`src/rtl/vdss_pkg.sv`:
```
// Shared types, constants and the segment decoder of the voltage-difference scanner.
package vdss_pkg;

  localparam int unsigned SampleBits  = 12;
  localparam int unsigned DigitCount  = 4;
  localparam int unsigned ScanW       = (DigitCount > 1) ? $clog2(DigitCount) : 1;
  localparam int unsigned DwellW      = 8;
  localparam int unsigned ValueW      = 10;
  localparam int unsigned ValueDigits = 4;
  localparam int unsigned ProdW       = SampleBits + ValueW;
  localparam int unsigned CfgIdxW     = 8;
  localparam int unsigned CfgDataW    = 16;
  localparam int unsigned QueueDepth  = 2;
  localparam int unsigned QPtrW       = $clog2(QueueDepth);
  localparam int unsigned QCntW       = $clog2(QueueDepth + 1);

  localparam logic [SampleBits-1:0] SampleMax       = '1;
  localparam logic [DwellW-1:0]     DwellTicksReset = 8'd3;
  localparam logic [ValueW-1:0]     FullScaleReset  = 10'd330;

  typedef enum logic {
    OP_SAMPLE = 1'b0,
    OP_TICK   = 1'b1
  } op_e;

  typedef enum logic [CfgIdxW-1:0] {
    REG_DWELL_TICKS = 8'd0,
    REG_FULL_SCALE  = 8'd1
  } reg_idx_e;

  typedef logic [3:0] bcd_t;

  typedef struct packed {
    op_e                   op;
    logic [SampleBits-1:0] diff;
  } cmd_t;

  typedef struct packed {
    logic [DwellW-1:0] dwell_ticks;
    logic [ValueW-1:0] full_scale;
  } cfg_t;

  // Common-cathode pattern, segments a..g in bits 0..6.
  function automatic logic [6:0] seg_of(input bcd_t digit);
    logic [6:0] seg;
    case (digit)
      4'd0:    seg = 7'h3F;
      4'd1:    seg = 7'h06;
      4'd2:    seg = 7'h5B;
      4'd3:    seg = 7'h4F;
      4'd4:    seg = 7'h66;
      4'd5:    seg = 7'h6D;
      4'd6:    seg = 7'h7D;
      4'd7:    seg = 7'h07;
      4'd8:    seg = 7'h7F;
      4'd9:    seg = 7'h6F;
      default: seg = 7'h00;
    endcase
    return seg;
  endfunction

endpackage

```
`src/rtl/vdss_if.sv`:
```
// Handshake channels of the scanner: input items, result items and register writes.
interface vdss_in_if;
  import vdss_pkg::*;
  logic                  valid;
  logic                  ready;
  logic                  operation;
  logic [SampleBits-1:0] sample_a;
  logic [SampleBits-1:0] sample_b;
  modport source (output valid, operation, sample_a, sample_b, input ready);
  modport sink   (input valid, operation, sample_a, sample_b, output ready);
endinterface

interface vdss_out_if;
  import vdss_pkg::*;
  logic                  valid;
  logic                  ready;
  logic [6:0]            segments;
  logic [DigitCount-1:0] digit_enable;
  modport source (output valid, segments, digit_enable, input ready);
  modport sink   (input valid, segments, digit_enable, output ready);
endinterface

interface vdss_cfg_if;
  import vdss_pkg::*;
  logic                valid;
  logic                ready;
  logic [CfgIdxW-1:0]  index;
  logic [CfgDataW-1:0] data;
  modport source (output valid, index, data, input ready);
  modport sink   (input valid, index, data, output ready);
endinterface

```
`src/rtl/voltage_difference_seven_segment_scanner.sv`:
```
// Top level of the voltage-difference seven-segment scanner.
// Each accepted item gives one result: the segment pattern and one-hot enable of the
// digit lit after that item. A sample pair replaces the shown value with
// floor(|a - b| * full_scale / 4095), a tick advances the dwell count and, once it reaches
// the dwell limit, steps the scan from units to thousands and round again. One item is taken
// per cycle while results are taken as fast; a result passes through the two-entry queue,
// the scale multiplier, the constant divider, the decimal split and the result register.
// Register writes take effect at once and are meant for idle times.
module voltage_difference_seven_segment_scanner (
  input  logic        clk_i,
  input  logic        rst_ni,
  vdss_in_if.sink     in_i,
  vdss_out_if.source  out_o,
  vdss_cfg_if.sink    cfg_i
);
  import vdss_pkg::*;

  logic push_valid, push_ready;
  cmd_t push_cmd;
  logic pop_valid, pop_ready;
  cmd_t pop_cmd;
  cfg_t cfg;

  vdss_front u_front (
    .clk_i        (clk_i),
    .rst_ni       (rst_ni),
    .in_i         (in_i),
    .cfg_i        (cfg_i),
    .push_valid_o (push_valid),
    .push_ready_i (push_ready),
    .push_cmd_o   (push_cmd),
    .cfg_o        (cfg)
  );

  vdss_queue u_queue (
    .clk_i        (clk_i),
    .rst_ni       (rst_ni),
    .push_valid_i (push_valid),
    .push_ready_o (push_ready),
    .push_cmd_i   (push_cmd),
    .pop_valid_o  (pop_valid),
    .pop_ready_i  (pop_ready),
    .pop_cmd_o    (pop_cmd)
  );

  vdss_back u_back (
    .clk_i       (clk_i),
    .rst_ni      (rst_ni),
    .pop_valid_i (pop_valid),
    .pop_ready_o (pop_ready),
    .pop_cmd_i   (pop_cmd),
    .cfg_i       (cfg),
    .out_o       (out_o)
  );

endmodule

```
`src/rtl/vdss_front.sv`:
```
// Front end: takes items, classifies them, forms the sample difference; holds the registers.
module vdss_front (
  input  logic          clk_i,
  input  logic          rst_ni,
  vdss_in_if.sink       in_i,
  vdss_cfg_if.sink      cfg_i,
  output logic          push_valid_o,
  input  logic          push_ready_i,
  output vdss_pkg::cmd_t push_cmd_o,
  output vdss_pkg::cfg_t cfg_o
);
  import vdss_pkg::*;

  cfg_t cfg_q, cfg_d;

  assign in_i.ready   = push_ready_i;
  assign push_valid_o = in_i.valid;

  always_comb begin
    push_cmd_o.op = op_e'(in_i.operation);
    if (in_i.sample_a >= in_i.sample_b) begin
      push_cmd_o.diff = in_i.sample_a - in_i.sample_b;
    end else begin
      push_cmd_o.diff = in_i.sample_b - in_i.sample_a;
    end
  end

  assign cfg_i.ready = 1'b1;

  always_comb begin
    cfg_d = cfg_q;
    if (cfg_i.valid) begin
      case (cfg_i.index)
        REG_DWELL_TICKS: cfg_d.dwell_ticks = cfg_i.data[DwellW-1:0];
        REG_FULL_SCALE:  cfg_d.full_scale  = cfg_i.data[ValueW-1:0];
        default:         cfg_d = cfg_q;
      endcase
    end
  end

  always_ff @(posedge clk_i or negedge rst_ni) begin
    if (!rst_ni) begin
      cfg_q.dwell_ticks <= DwellTicksReset;
      cfg_q.full_scale  <= FullScaleReset;
    end else begin
      cfg_q <= cfg_d;
    end
  end

  assign cfg_o = cfg_q;

endmodule

```
`src/rtl/vdss_queue.sv`:
```
// Short command queue between the front end and the back end.
module vdss_queue (
  input  logic           clk_i,
  input  logic           rst_ni,
  input  logic           push_valid_i,
  output logic           push_ready_o,
  input  vdss_pkg::cmd_t push_cmd_i,
  output logic           pop_valid_o,
  input  logic           pop_ready_i,
  output vdss_pkg::cmd_t pop_cmd_o
);
  import vdss_pkg::*;

  cmd_t             mem_q [QueueDepth];
  logic [QPtrW-1:0] wr_ptr_q, wr_ptr_d;
  logic [QPtrW-1:0] rd_ptr_q, rd_ptr_d;
  logic [QCntW-1:0] cnt_q, cnt_d;
  logic             push, pop;

  assign push_ready_o = (cnt_q != QCntW'(QueueDepth));
  assign pop_valid_o  = (cnt_q != '0);
  assign push         = push_valid_i && push_ready_o;
  assign pop          = pop_ready_i && pop_valid_o;
  assign pop_cmd_o    = mem_q[rd_ptr_q];

  always_comb begin
    wr_ptr_d = wr_ptr_q;
    rd_ptr_d = rd_ptr_q;
    cnt_d    = cnt_q;
    if (push) begin
      wr_ptr_d = (wr_ptr_q == QPtrW'(QueueDepth - 1)) ? '0 : wr_ptr_q + 1'b1;
    end
    if (pop) begin
      rd_ptr_d = (rd_ptr_q == QPtrW'(QueueDepth - 1)) ? '0 : rd_ptr_q + 1'b1;
    end
    if (push && !pop) begin
      cnt_d = cnt_q + 1'b1;
    end else if (pop && !push) begin
      cnt_d = cnt_q - 1'b1;
    end
  end

  always_ff @(posedge clk_i or negedge rst_ni) begin
    if (!rst_ni) begin
      wr_ptr_q <= '0;
      rd_ptr_q <= '0;
      cnt_q    <= '0;
    end else begin
      wr_ptr_q <= wr_ptr_d;
      rd_ptr_q <= rd_ptr_d;
      cnt_q    <= cnt_d;
    end
  end

  always_ff @(posedge clk_i) begin
    if (push) begin
      mem_q[wr_ptr_q] <= push_cmd_i;
    end
  end

endmodule

```
`src/rtl/vdss_back.sv`:
```
// Back end: scale, divide, decimal split, display state and the result register.
module vdss_back (
  input  logic           clk_i,
  input  logic           rst_ni,
  input  logic           pop_valid_i,
  output logic           pop_ready_o,
  input  vdss_pkg::cmd_t pop_cmd_i,
  input  vdss_pkg::cfg_t cfg_i,
  vdss_out_if.source     out_o
);
  import vdss_pkg::*;

  // Stage enables, from the result register backwards.
  logic en1, en2, en3, en_o, load_o;

  // Stage 1: product of difference and full scale.
  logic             s1_v_q;
  op_e              s1_op_q;
  logic [ProdW-1:0] s1_prod_q;

  // Stage 2: quotient by the sample maximum.
  logic              s2_v_q;
  op_e               s2_op_q;
  logic [ValueW-1:0] s2_quot_q;

  // Stage 3: decimal digits.
  logic s3_v_q;
  op_e  s3_op_q;
  bcd_t s3_dig_q [DigitCount];
  bcd_t s3_dig_d [DigitCount];

  // Display state and result register.
  bcd_t                  held_q [DigitCount];
  bcd_t                  held_d [DigitCount];
  logic [ScanW-1:0]      pos_q, pos_d;
  logic [DwellW-1:0]     cnt_q, cnt_d;
  logic                  out_v_q;
  logic [6:0]            seg_q, seg_d;
  logic [DigitCount-1:0] en_q, en_d;

  assign en_o        = !out_v_q || out_o.ready;
  assign en3         = !s3_v_q || en_o;
  assign en2         = !s2_v_q || en3;
  assign en1         = !s1_v_q || en2;
  assign pop_ready_o = en1;
  assign load_o      = en_o && s3_v_q;

  // Divide by 2^SampleBits - 1: estimate by shifts, then one correction step.
  logic [ProdW:0]    est_sum, est_back, est_rem;
  logic [ValueW:0]   est_q;
  logic [ValueW-1:0] quot_d;

  always_comb begin
    est_sum  = {1'b0, s1_prod_q} + (ProdW + 1)'(s1_prod_q >> SampleBits);
    est_q    = est_sum[ProdW -: (ValueW + 1)];
    est_back = ((ProdW + 1)'(est_q) << SampleBits) - (ProdW + 1)'(est_q);
    est_rem  = {1'b0, s1_prod_q} - est_back;
    if (est_rem >= (ProdW + 1)'(SampleMax)) begin
      quot_d = ValueW'(est_q + 1'b1);
    end else begin
      quot_d = ValueW'(est_q);
    end
  end

  // Decimal split by reciprocal multiplies, exact for values below 1024.
  logic [17:0] mul10;
  logic [15:0] mul100;
  logic [6:0]  q10;
  logic [3:0]  q100;
  logic        q1000;
  bcd_t        val_dig [ValueDigits];

  always_comb begin
    mul10      = 18'(s2_quot_q) * 18'd205;
    mul100     = 16'(s2_quot_q) * 16'd41;
    q10        = mul10[17:11];
    q100       = mul100[15:12];
    q1000      = (s2_quot_q >= ValueW'(1000));
    val_dig[0] = 4'(s2_quot_q - ValueW'(q10) * ValueW'(10));
    val_dig[1] = 4'(q10 - 7'(q100) * 7'd10);
    val_dig[2] = 4'(q100 - 4'(q1000) * 4'd10);
    val_dig[3] = 4'(q1000);
    for (int i = 0; i < DigitCount; i++) begin
      if (i < ValueDigits) begin
        s3_dig_d[i] = val_dig[i];
      end else begin
        s3_dig_d[i] = '0;
      end
    end
  end

  // Display state update and the pattern of the digit now lit.
  logic [DwellW-1:0] limit;
  logic [DwellW:0]   next_cnt;

  always_comb begin
    held_d   = held_q;
    pos_d    = pos_q;
    cnt_d    = cnt_q;
    limit    = (cfg_i.dwell_ticks == '0) ? DwellW'(1) : cfg_i.dwell_ticks;
    next_cnt = {1'b0, cnt_q} + 1'b1;
    if (s3_op_q == OP_SAMPLE) begin
      held_d = s3_dig_q;
    end else if (next_cnt >= {1'b0, limit}) begin
      cnt_d = '0;
      pos_d = (pos_q == ScanW'(DigitCount - 1)) ? '0 : pos_q + 1'b1;
    end else begin
      cnt_d = next_cnt[DwellW-1:0];
    end
    seg_d = seg_of(held_d[pos_d]);
    en_d  = DigitCount'(1) << pos_d;
  end

  always_ff @(posedge clk_i or negedge rst_ni) begin
    if (!rst_ni) begin
      s1_v_q  <= 1'b0;
      s2_v_q  <= 1'b0;
      s3_v_q  <= 1'b0;
      out_v_q <= 1'b0;
      pos_q   <= '0;
      cnt_q   <= '0;
      for (int i = 0; i < DigitCount; i++) begin
        held_q[i] <= '0;
      end
    end else begin
      if (en1) begin
        s1_v_q <= pop_valid_i;
      end
      if (en2) begin
        s2_v_q <= s1_v_q;
      end
      if (en3) begin
        s3_v_q <= s2_v_q;
      end
      if (en_o) begin
        out_v_q <= s3_v_q;
      end
      if (load_o) begin
        held_q <= held_d;
        pos_q  <= pos_d;
        cnt_q  <= cnt_d;
      end
    end
  end

  always_ff @(posedge clk_i) begin
    if (en1 && pop_valid_i) begin
      s1_op_q   <= pop_cmd_i.op;
      s1_prod_q <= ProdW'(pop_cmd_i.diff) * ProdW'(cfg_i.full_scale);
    end
    if (en2 && s1_v_q) begin
      s2_op_q   <= s1_op_q;
      s2_quot_q <= quot_d;
    end
    if (en3 && s2_v_q) begin
      s3_op_q  <= s2_op_q;
      s3_dig_q <= s3_dig_d;
    end
    if (load_o) begin
      seg_q <= seg_d;
      en_q  <= en_d;
    end
  end

  assign out_o.valid        = out_v_q;
  assign out_o.segments     = seg_q;
  assign out_o.digit_enable = en_q;

  a_pos_range: assert property (@(posedge clk_i) disable iff (!rst_ni)
    pos_q <= ScanW'(DigitCount - 1))
    else $error("scan position beyond the last digit");

  a_enable_onehot: assert property (@(posedge clk_i) disable iff (!rst_ni)
    out_v_q |-> $onehot(out_o.digit_enable))
    else $error("digit enable not one-hot on a valid result");

  a_sample_keeps_scan: assert property (@(posedge clk_i) disable iff (!rst_ni)
    (load_o && s3_op_q == OP_SAMPLE) |=> ($stable(pos_q) && $stable(cnt_q)))
    else $error("sample item moved the scan");

endmodule

```
`src/flat_wrapper.sv`:
```
// flat-port wrapper written by rule: the top's interface ports become plain ports
module voltage_difference_seven_segment_scanner_flat import vdss_pkg::*;
  (clk_i, rst_ni, in_i_valid, in_i_operation, in_i_sample_a, in_i_sample_b, in_i_ready, out_o_valid, out_o_segments, out_o_digit_enable, out_o_ready, cfg_i_valid, cfg_i_index, cfg_i_data, cfg_i_ready);
  vdss_in_if in_i_i ();
  vdss_out_if out_o_i ();
  vdss_cfg_if cfg_i_i ();
  input  logic clk_i;
  input  logic rst_ni;
  input wire logic [$bits(in_i_i.valid)-1:0] in_i_valid;
  input wire logic [$bits(in_i_i.operation)-1:0] in_i_operation;
  input wire logic [$bits(in_i_i.sample_a)-1:0] in_i_sample_a;
  input wire logic [$bits(in_i_i.sample_b)-1:0] in_i_sample_b;
  output wire logic [$bits(in_i_i.ready)-1:0] in_i_ready;
  output wire logic [$bits(out_o_i.valid)-1:0] out_o_valid;
  output wire logic [$bits(out_o_i.segments)-1:0] out_o_segments;
  output wire logic [$bits(out_o_i.digit_enable)-1:0] out_o_digit_enable;
  input wire logic [$bits(out_o_i.ready)-1:0] out_o_ready;
  input wire logic [$bits(cfg_i_i.valid)-1:0] cfg_i_valid;
  input wire logic [$bits(cfg_i_i.index)-1:0] cfg_i_index;
  input wire logic [$bits(cfg_i_i.data)-1:0] cfg_i_data;
  output wire logic [$bits(cfg_i_i.ready)-1:0] cfg_i_ready;
  assign in_i_i.valid = in_i_valid;
  assign in_i_i.operation = in_i_operation;
  assign in_i_i.sample_a = in_i_sample_a;
  assign in_i_i.sample_b = in_i_sample_b;
  assign in_i_ready = in_i_i.ready;
  assign out_o_valid = out_o_i.valid;
  assign out_o_segments = out_o_i.segments;
  assign out_o_digit_enable = out_o_i.digit_enable;
  assign out_o_i.ready = out_o_ready;
  assign cfg_i_i.valid = cfg_i_valid;
  assign cfg_i_i.index = cfg_i_index;
  assign cfg_i_i.data = cfg_i_data;
  assign cfg_i_ready = cfg_i_i.ready;
  voltage_difference_seven_segment_scanner u_core (.clk_i(clk_i), .rst_ni(rst_ni), .in_i(in_i_i), .out_o(out_o_i), .cfg_i(cfg_i_i));
endmodule
```
`config.mk`:
```
export PLATFORM = sky130hd
export DESIGN_NAME = voltage_difference_seven_segment_scanner_flat
export DESIGN_NICKNAME = d
export VERILOG_FILES = /design/src/rtl/vdss_pkg.sv /design/src/rtl/vdss_if.sv /design/src/rtl/voltage_difference_seven_segment_scanner.sv /design/src/rtl/vdss_front.sv /design/src/rtl/vdss_queue.sv /design/src/rtl/vdss_back.sv /design/src/flat_wrapper.sv
export SDC_FILE = /design/constraint.sdc
export NUM_CORES = 1
export LEC_CHECK = 0
export BUFFER_PORTS_ARGS = -buffer_cell sky130_fd_sc_hd__buf_4
export CAP_MARGIN = 20
export CORE_MARGIN = 2
export CORE_UTILIZATION = 50
export DETAILED_ROUTE_END_ITERATION = 8
export GPL_TIMING_DRIVEN = 1
export PLACE_DENSITY = 0.67
export SYNTH_ARGS = -nofsm -noshare
export SYNTH_HDL_FRONTEND = slang
export SYNTH_SLANG_ARGS = --single-unit
export TNS_END_PERCENT = 1
```
`constraint.sdc`:
```
create_clock -name clk_i -period 15 [get_ports clk_i]
set_input_delay 0.75 -clock clk_i [delete_from_list [all_inputs] [get_ports clk_i]]
set_output_delay 0.75 -clock clk_i [all_outputs]
set_load 0.02 [all_outputs]
```
==> impl_summary.md <==
Finish
The area added between synthesis and finish is 9.761%. The final-stage net count is about 1900. 0 antenna diodes ended up in the layout. The final standard cell utilization of the core is 0.5602. Of the cells placed in the final design, the portion with a size suffix greater than 1 is 0.1037.

Floorplanning
68 I/O pins were placed. The die is about 180 microns tall. The placement row count is 62. The die is around 180 microns wide. The initial standard-cell utilization of the core is 0.5104.

The floorplan die area is roughly 31000 sq um. The core area is 28860 sq um.

Placed design
Port buffering added 60 buffers. Detailed placement finished with a half-perimeter wire length of 23450 microns. Routability-driven placement finished with a final weighted congestion of about 0.9.

Clocking
The count of hold-fix buffers inserted at cts is 0. The library cell used as clock root buffer is sky130_fd_sc_hd__clkbuf_16. Clock latency on the worst-skew pair, taken at its later pin, is 430 ps. CTS saw roughly 140 sinks. The number of clock buffers added by TritonCTS is 17. The number of gates resized after CTS was 0. The number of setup buffers added after CTS is 0. The H-tree depth is 4.

The clock tree buffer depth is 2. TritonCTS built the clock tree. The clock-pin slew on the worst setup and hold paths is ~70 ps.

Routing
After detailed routing, the number of vias per cell comes to between 5 and 6. The count of TritonRoute iterations in the first routing pass is 5. The detailed router placed ~10000 vias in this run.

In this run, the number of DRC markers left after iteration 0 of detailed routing was 649. The DRC violation count after routing is 0. The routed design has between 20000 and 30000 microns of wire.

In the final routed layout, each cell accounts on average for roughly 15 microns. The final antenna-violating net count is 0.

Timing
Timing would allow up to between 150 and 200 MHz. The shortest clock period the worst path allows after layout is between 6000 and 7000 ps. The total negative slack for setup checks is 0 ps.

The number of max-slew violations in the final report came to 0. In the finished design, the share of the clock period the worst path needs comes to 0.4391. Headroom to the max-slew limit came out at 0.3424. The worst clock skew is around 16 ps. Setup repair after global routing left no endpoint under its margin.

The setup-violating endpoint count in the final report is 0. The hold violation total from the final report is 0. The actual transition at the worst max-transition pin is ~1000 ps.

Synth
Of the synthesized area, sequential elements account for 0.2622. The dominant synthesized flop cell is sky130_fd_sc_hd__edfxtp_1. The number of instances in the synthesized netlist is around 1500. Counting flops and latches in the post-synthesis netlist gives ~140.

The share of synthesized flip-flops with an asynchronous set or reset is 0.3796. The total nets after synthesis is 1876. The cell area after technology mapping is approximately 15000 sq um. In this run the mean area of a mapped cell was between 9 and 10 sq um.

Counting flops with a built-in enable in the synthesized netlist gives between 80 and 90. During synthesis, Yosys emitted a total of 0 warnings. The synthesized netlist contains 78 unique library cells.

Worst setup path
By startpoint and endpoint, the worst setup path is classified as flip-flop to flip-flop. The biggest fanout along the worst timing path is 6. The critical path goes through ha_1 > a21o_1 > a21oi_1 > a211o_1 > a2111oi_1 > and4_1 > and2_1 > ha_1 > inv_1 > ha_1 > inv_1 > ha_1 > a21o_1 > a221o_2 > or2_0 > a21boi_0 > mux2i_1 > or4_1 > nor4_2 > and4_1 > nor4_1 > xnor2_1. The kind of capture point of the worst setup path is a flip-flop.

The data arrival time of the critical path is slightly below 7000 ps. The delay of the slowest cell on the worst path is about 620 ps. Among all stages on the critical path, the largest delay is contributed by sky130_fd_sc_hd__a2111oi_1. STA classifies the critical path startpoint as a flip-flop. For the worst setup path, the data required time is between 15000 and 20000 ps.

The most numerous cell on the critical path is sky130_fd_sc_hd__ha_1.

GRT
The global-route total usage across every layer is 0.2028. The initial antenna violation count came to 0. The overall overflow remaining after global route is 0.

The first-pass GRT wire length is about 50000 microns. The number of global-route vias before repair came to 10883. The maximum number of pins on one net before global-route repair is 53.

Worst hold path
The path category of the worst min-delay check is input pin to async pin.

Run status
The flow ran to the end, and the final reports show no timing, DRC or antenna violations.

Job
The number of max-cap violations is 0.
[worst paths after layout]
| kind | startpoint | end | slack [ps] | cells after the start |
|---|---|---|---|---|
| worst max register to register | u_core.u_back.s1_prod_q[20] | u_core.u_back.s2_quot_q[6] | 8410 | 22 |
| max in group asynchronous | rst_ni | u_core.u_queue.cnt_q[1] | 14170 | 1 |
| worst min-delay path | rst_ni | u_core.u_back.held_q[2] | 360 | 1 |
| worst max-delay path | u_core.u_back.s1_prod_q[20] | u_core.u_back.s2_quot_q[6] | 8410 | 22 |
| worst min register to register | u_core.u_back.s2_op_q | u_core.u_back.s3_op_q | 420 | 0 |
| min in group clk_i | u_core.u_back.s2_op_q | u_core.u_back.s3_op_q | 420 | 0 |
[per-stage QoR]
stage | instance area, sq um | hold WS [ps] | instances | setup WS (ps)
CTS | 16150 | 387.2 | 1944 | 8499
detailed placement | 15560 | 405.2 | 1912 | 8521
floorplan | 14730 | 400.3 | 1495 | 8739
global placement | 15560 | 406.3 | 1912 | 8523
global route | 16170 | 413.6 | 1946 | 8047
finish | 16170 | 364.0 | 1946 | 8414
[layer usage]
metal	track usage	share of wire
met1	0.2676	0.46
met2	0.3548	0.50
met3	0.02706	0.026
met4	0.04752	0.012
met5	0	0
[critical path: cells and delay by family, from the launching register on]
family	cells	cell delay, ps
XOR/XNOR	1	140
adder cells (fa/ha/maj)	4	1140
multiplexers	1	130
AO/OA/AOI/OAI	7	2090
AND/OR/NAND/NOR	7	2130
buffers and inverters	2	200
flip-flops	1	520
[synthesized netlist by cell type, types with 7 or more instances]
| cell | number | area, sq um |
|---|---|---|
| sky130_fd_sc_hd__o21a_1 | 12 | 90.09 |
| sky130_fd_sc_hd__and3_1 | 12 | 75.07 |
| sky130_fd_sc_hd__nand2_1 | 128 | 480.5 |
| sky130_fd_sc_hd__nor3_1 | 11 | 55.05 |
| sky130_fd_sc_hd__mux2i_1 | 29 | 290.3 |
| sky130_fd_sc_hd__xnor2_1 | 62 | 543.0 |
| sky130_fd_sc_hd__nor2_1 | 43 | 161.4 |
| sky130_fd_sc_hd__inv_1 | 243 | 912.1 |
| sky130_fd_sc_hd__ha_1 | 224 | 2803 |
| sky130_fd_sc_hd__o21ai_0 | 64 | 320.3 |
| sky130_fd_sc_hd__and2_1 | 67 | 419.2 |
| sky130_fd_sc_hd__a21boi_0 | 7 | 52.55 |
| sky130_fd_sc_hd__nand3_1 | 27 | 135.1 |
| sky130_fd_sc_hd__a21o_1 | 32 | 240.2 |
| sky130_fd_sc_hd__mux2_2 | 40 | 450.4 |
| sky130_fd_sc_hd__a211oi_1 | 7 | 52.55 |
| sky130_fd_sc_hd__a21oi_1 | 50 | 250.2 |
| sky130_fd_sc_hd__nor2b_1 | 18 | 112.6 |
| sky130_fd_sc_hd__and4_1 | 9 | 78.83 |
| sky130_fd_sc_hd__clkbuf_1 | 25 | 93.84 |
| sky130_fd_sc_hd__nand4_1 | 7 | 43.79 |
| sky130_fd_sc_hd__edfxtp_1 | 85 | 2552 |
| sky130_fd_sc_hd__nand2b_1 | 19 | 118.9 |
| sky130_fd_sc_hd__fa_1 | 103 | 2062 |
| sky130_fd_sc_hd__nor4_1 | 7 | 43.79 |
| sky130_fd_sc_hd__xor2_1 | 20 | 175.2 |
| sky130_fd_sc_hd__dfrtp_1 | 46 | 1151 |
[state kept, by name, summed over array words and instances (netlist names), 2 cells and up]
name and flops:
u_core.u_back.out_o.segments 7, u_core.u_back.s1_prod_q 22, u_core.u_queue.mem_q 26, u_core.u_back.out_o.digit_enable 4
u_core.u_back.held_q 16, u_core.u_back.cnt_q 8, u_core.u_back.s2_quot_q 10, u_core.u_queue.cnt_q 2
u_core.u_front.cfg_o 18, u_core.u_back.pos_q 2, u_core.u_back.s3_dig_q 13
[placed cells by master, fill, tap and decap left out, types with 6 or more instances in the layout]
| cell | instances |
|---|---|
| sky130_fd_sc_hd__inv_1 | 243 |
| sky130_fd_sc_hd__ha_1 | 224 |
| sky130_fd_sc_hd__nand2_1 | 128 |
| sky130_fd_sc_hd__fa_1 | 103 |
| sky130_fd_sc_hd__edfxtp_1 | 85 |
| sky130_fd_sc_hd__and2_1 | 67 |
| sky130_fd_sc_hd__o21ai_0 | 64 |
| sky130_fd_sc_hd__buf_4 | 63 |
| sky130_fd_sc_hd__xnor2_1 | 62 |
| sky130_fd_sc_hd__a21oi_1 | 50 |
| sky130_fd_sc_hd__dfrtp_1 | 46 |
| sky130_fd_sc_hd__nor2_1 | 43 |
| sky130_fd_sc_hd__mux2_2 | 40 |
| sky130_fd_sc_hd__a21o_1 | 32 |
| sky130_fd_sc_hd__mux2i_1 | 29 |
| sky130_fd_sc_hd__nand3_1 | 27 |
| sky130_fd_sc_hd__xor2_1 | 20 |
| sky130_fd_sc_hd__nand2b_1 | 19 |
| sky130_fd_sc_hd__nor2b_1 | 18 |
| sky130_fd_sc_hd__clkbuf_16 | 17 |
| sky130_fd_sc_hd__and3_1 | 12 |
| sky130_fd_sc_hd__o21a_1 | 12 |
| sky130_fd_sc_hd__nor3_1 | 11 |
| sky130_fd_sc_hd__and4_1 | 9 |
| sky130_fd_sc_hd__nand4_1 | 7 |
| sky130_fd_sc_hd__a21boi_0 | 7 |
| sky130_fd_sc_hd__nor4_1 | 7 |
| sky130_fd_sc_hd__a211oi_1 | 6 |
| sky130_fd_sc_hd__a211o_1 | 6 |
| sky130_fd_sc_hd__inv_6 | 6 |
| sky130_fd_sc_hd__dfstp_2 | 6 |
[final cells by class]
cell class | instances | area (sq um)
clock buffers | 18 | 439.2
repair buffers | 64 | 484.2
inverters | 243 | 912.1
fillers | 2589 | 12690
clock inverters | 14 | 150.1
multi-input cells | 1086 | 9838
flip-flops and latches | 137 | 3861
well taps | 384 | 480.5
[cells by family after synthesis]
logic type | Yosys count | synth area share
other | 1 | 0.0002546
AND/OR/NAND/NOR | 373 | 0.1305
buffers and inverters | 272 | 0.07017
adder cells (fa/ha/maj) | 327 | 0.3303
XOR/XNOR | 83 | 0.05029
flip-flops | 137 | 0.2622
multiplexers | 70 | 0.05182
AO/OA/AOI/OAI | 232 | 0.1045
Power is not shown: default switching activity piles up to over one toggle a cycle in this logic, so the estimate is an artifact.
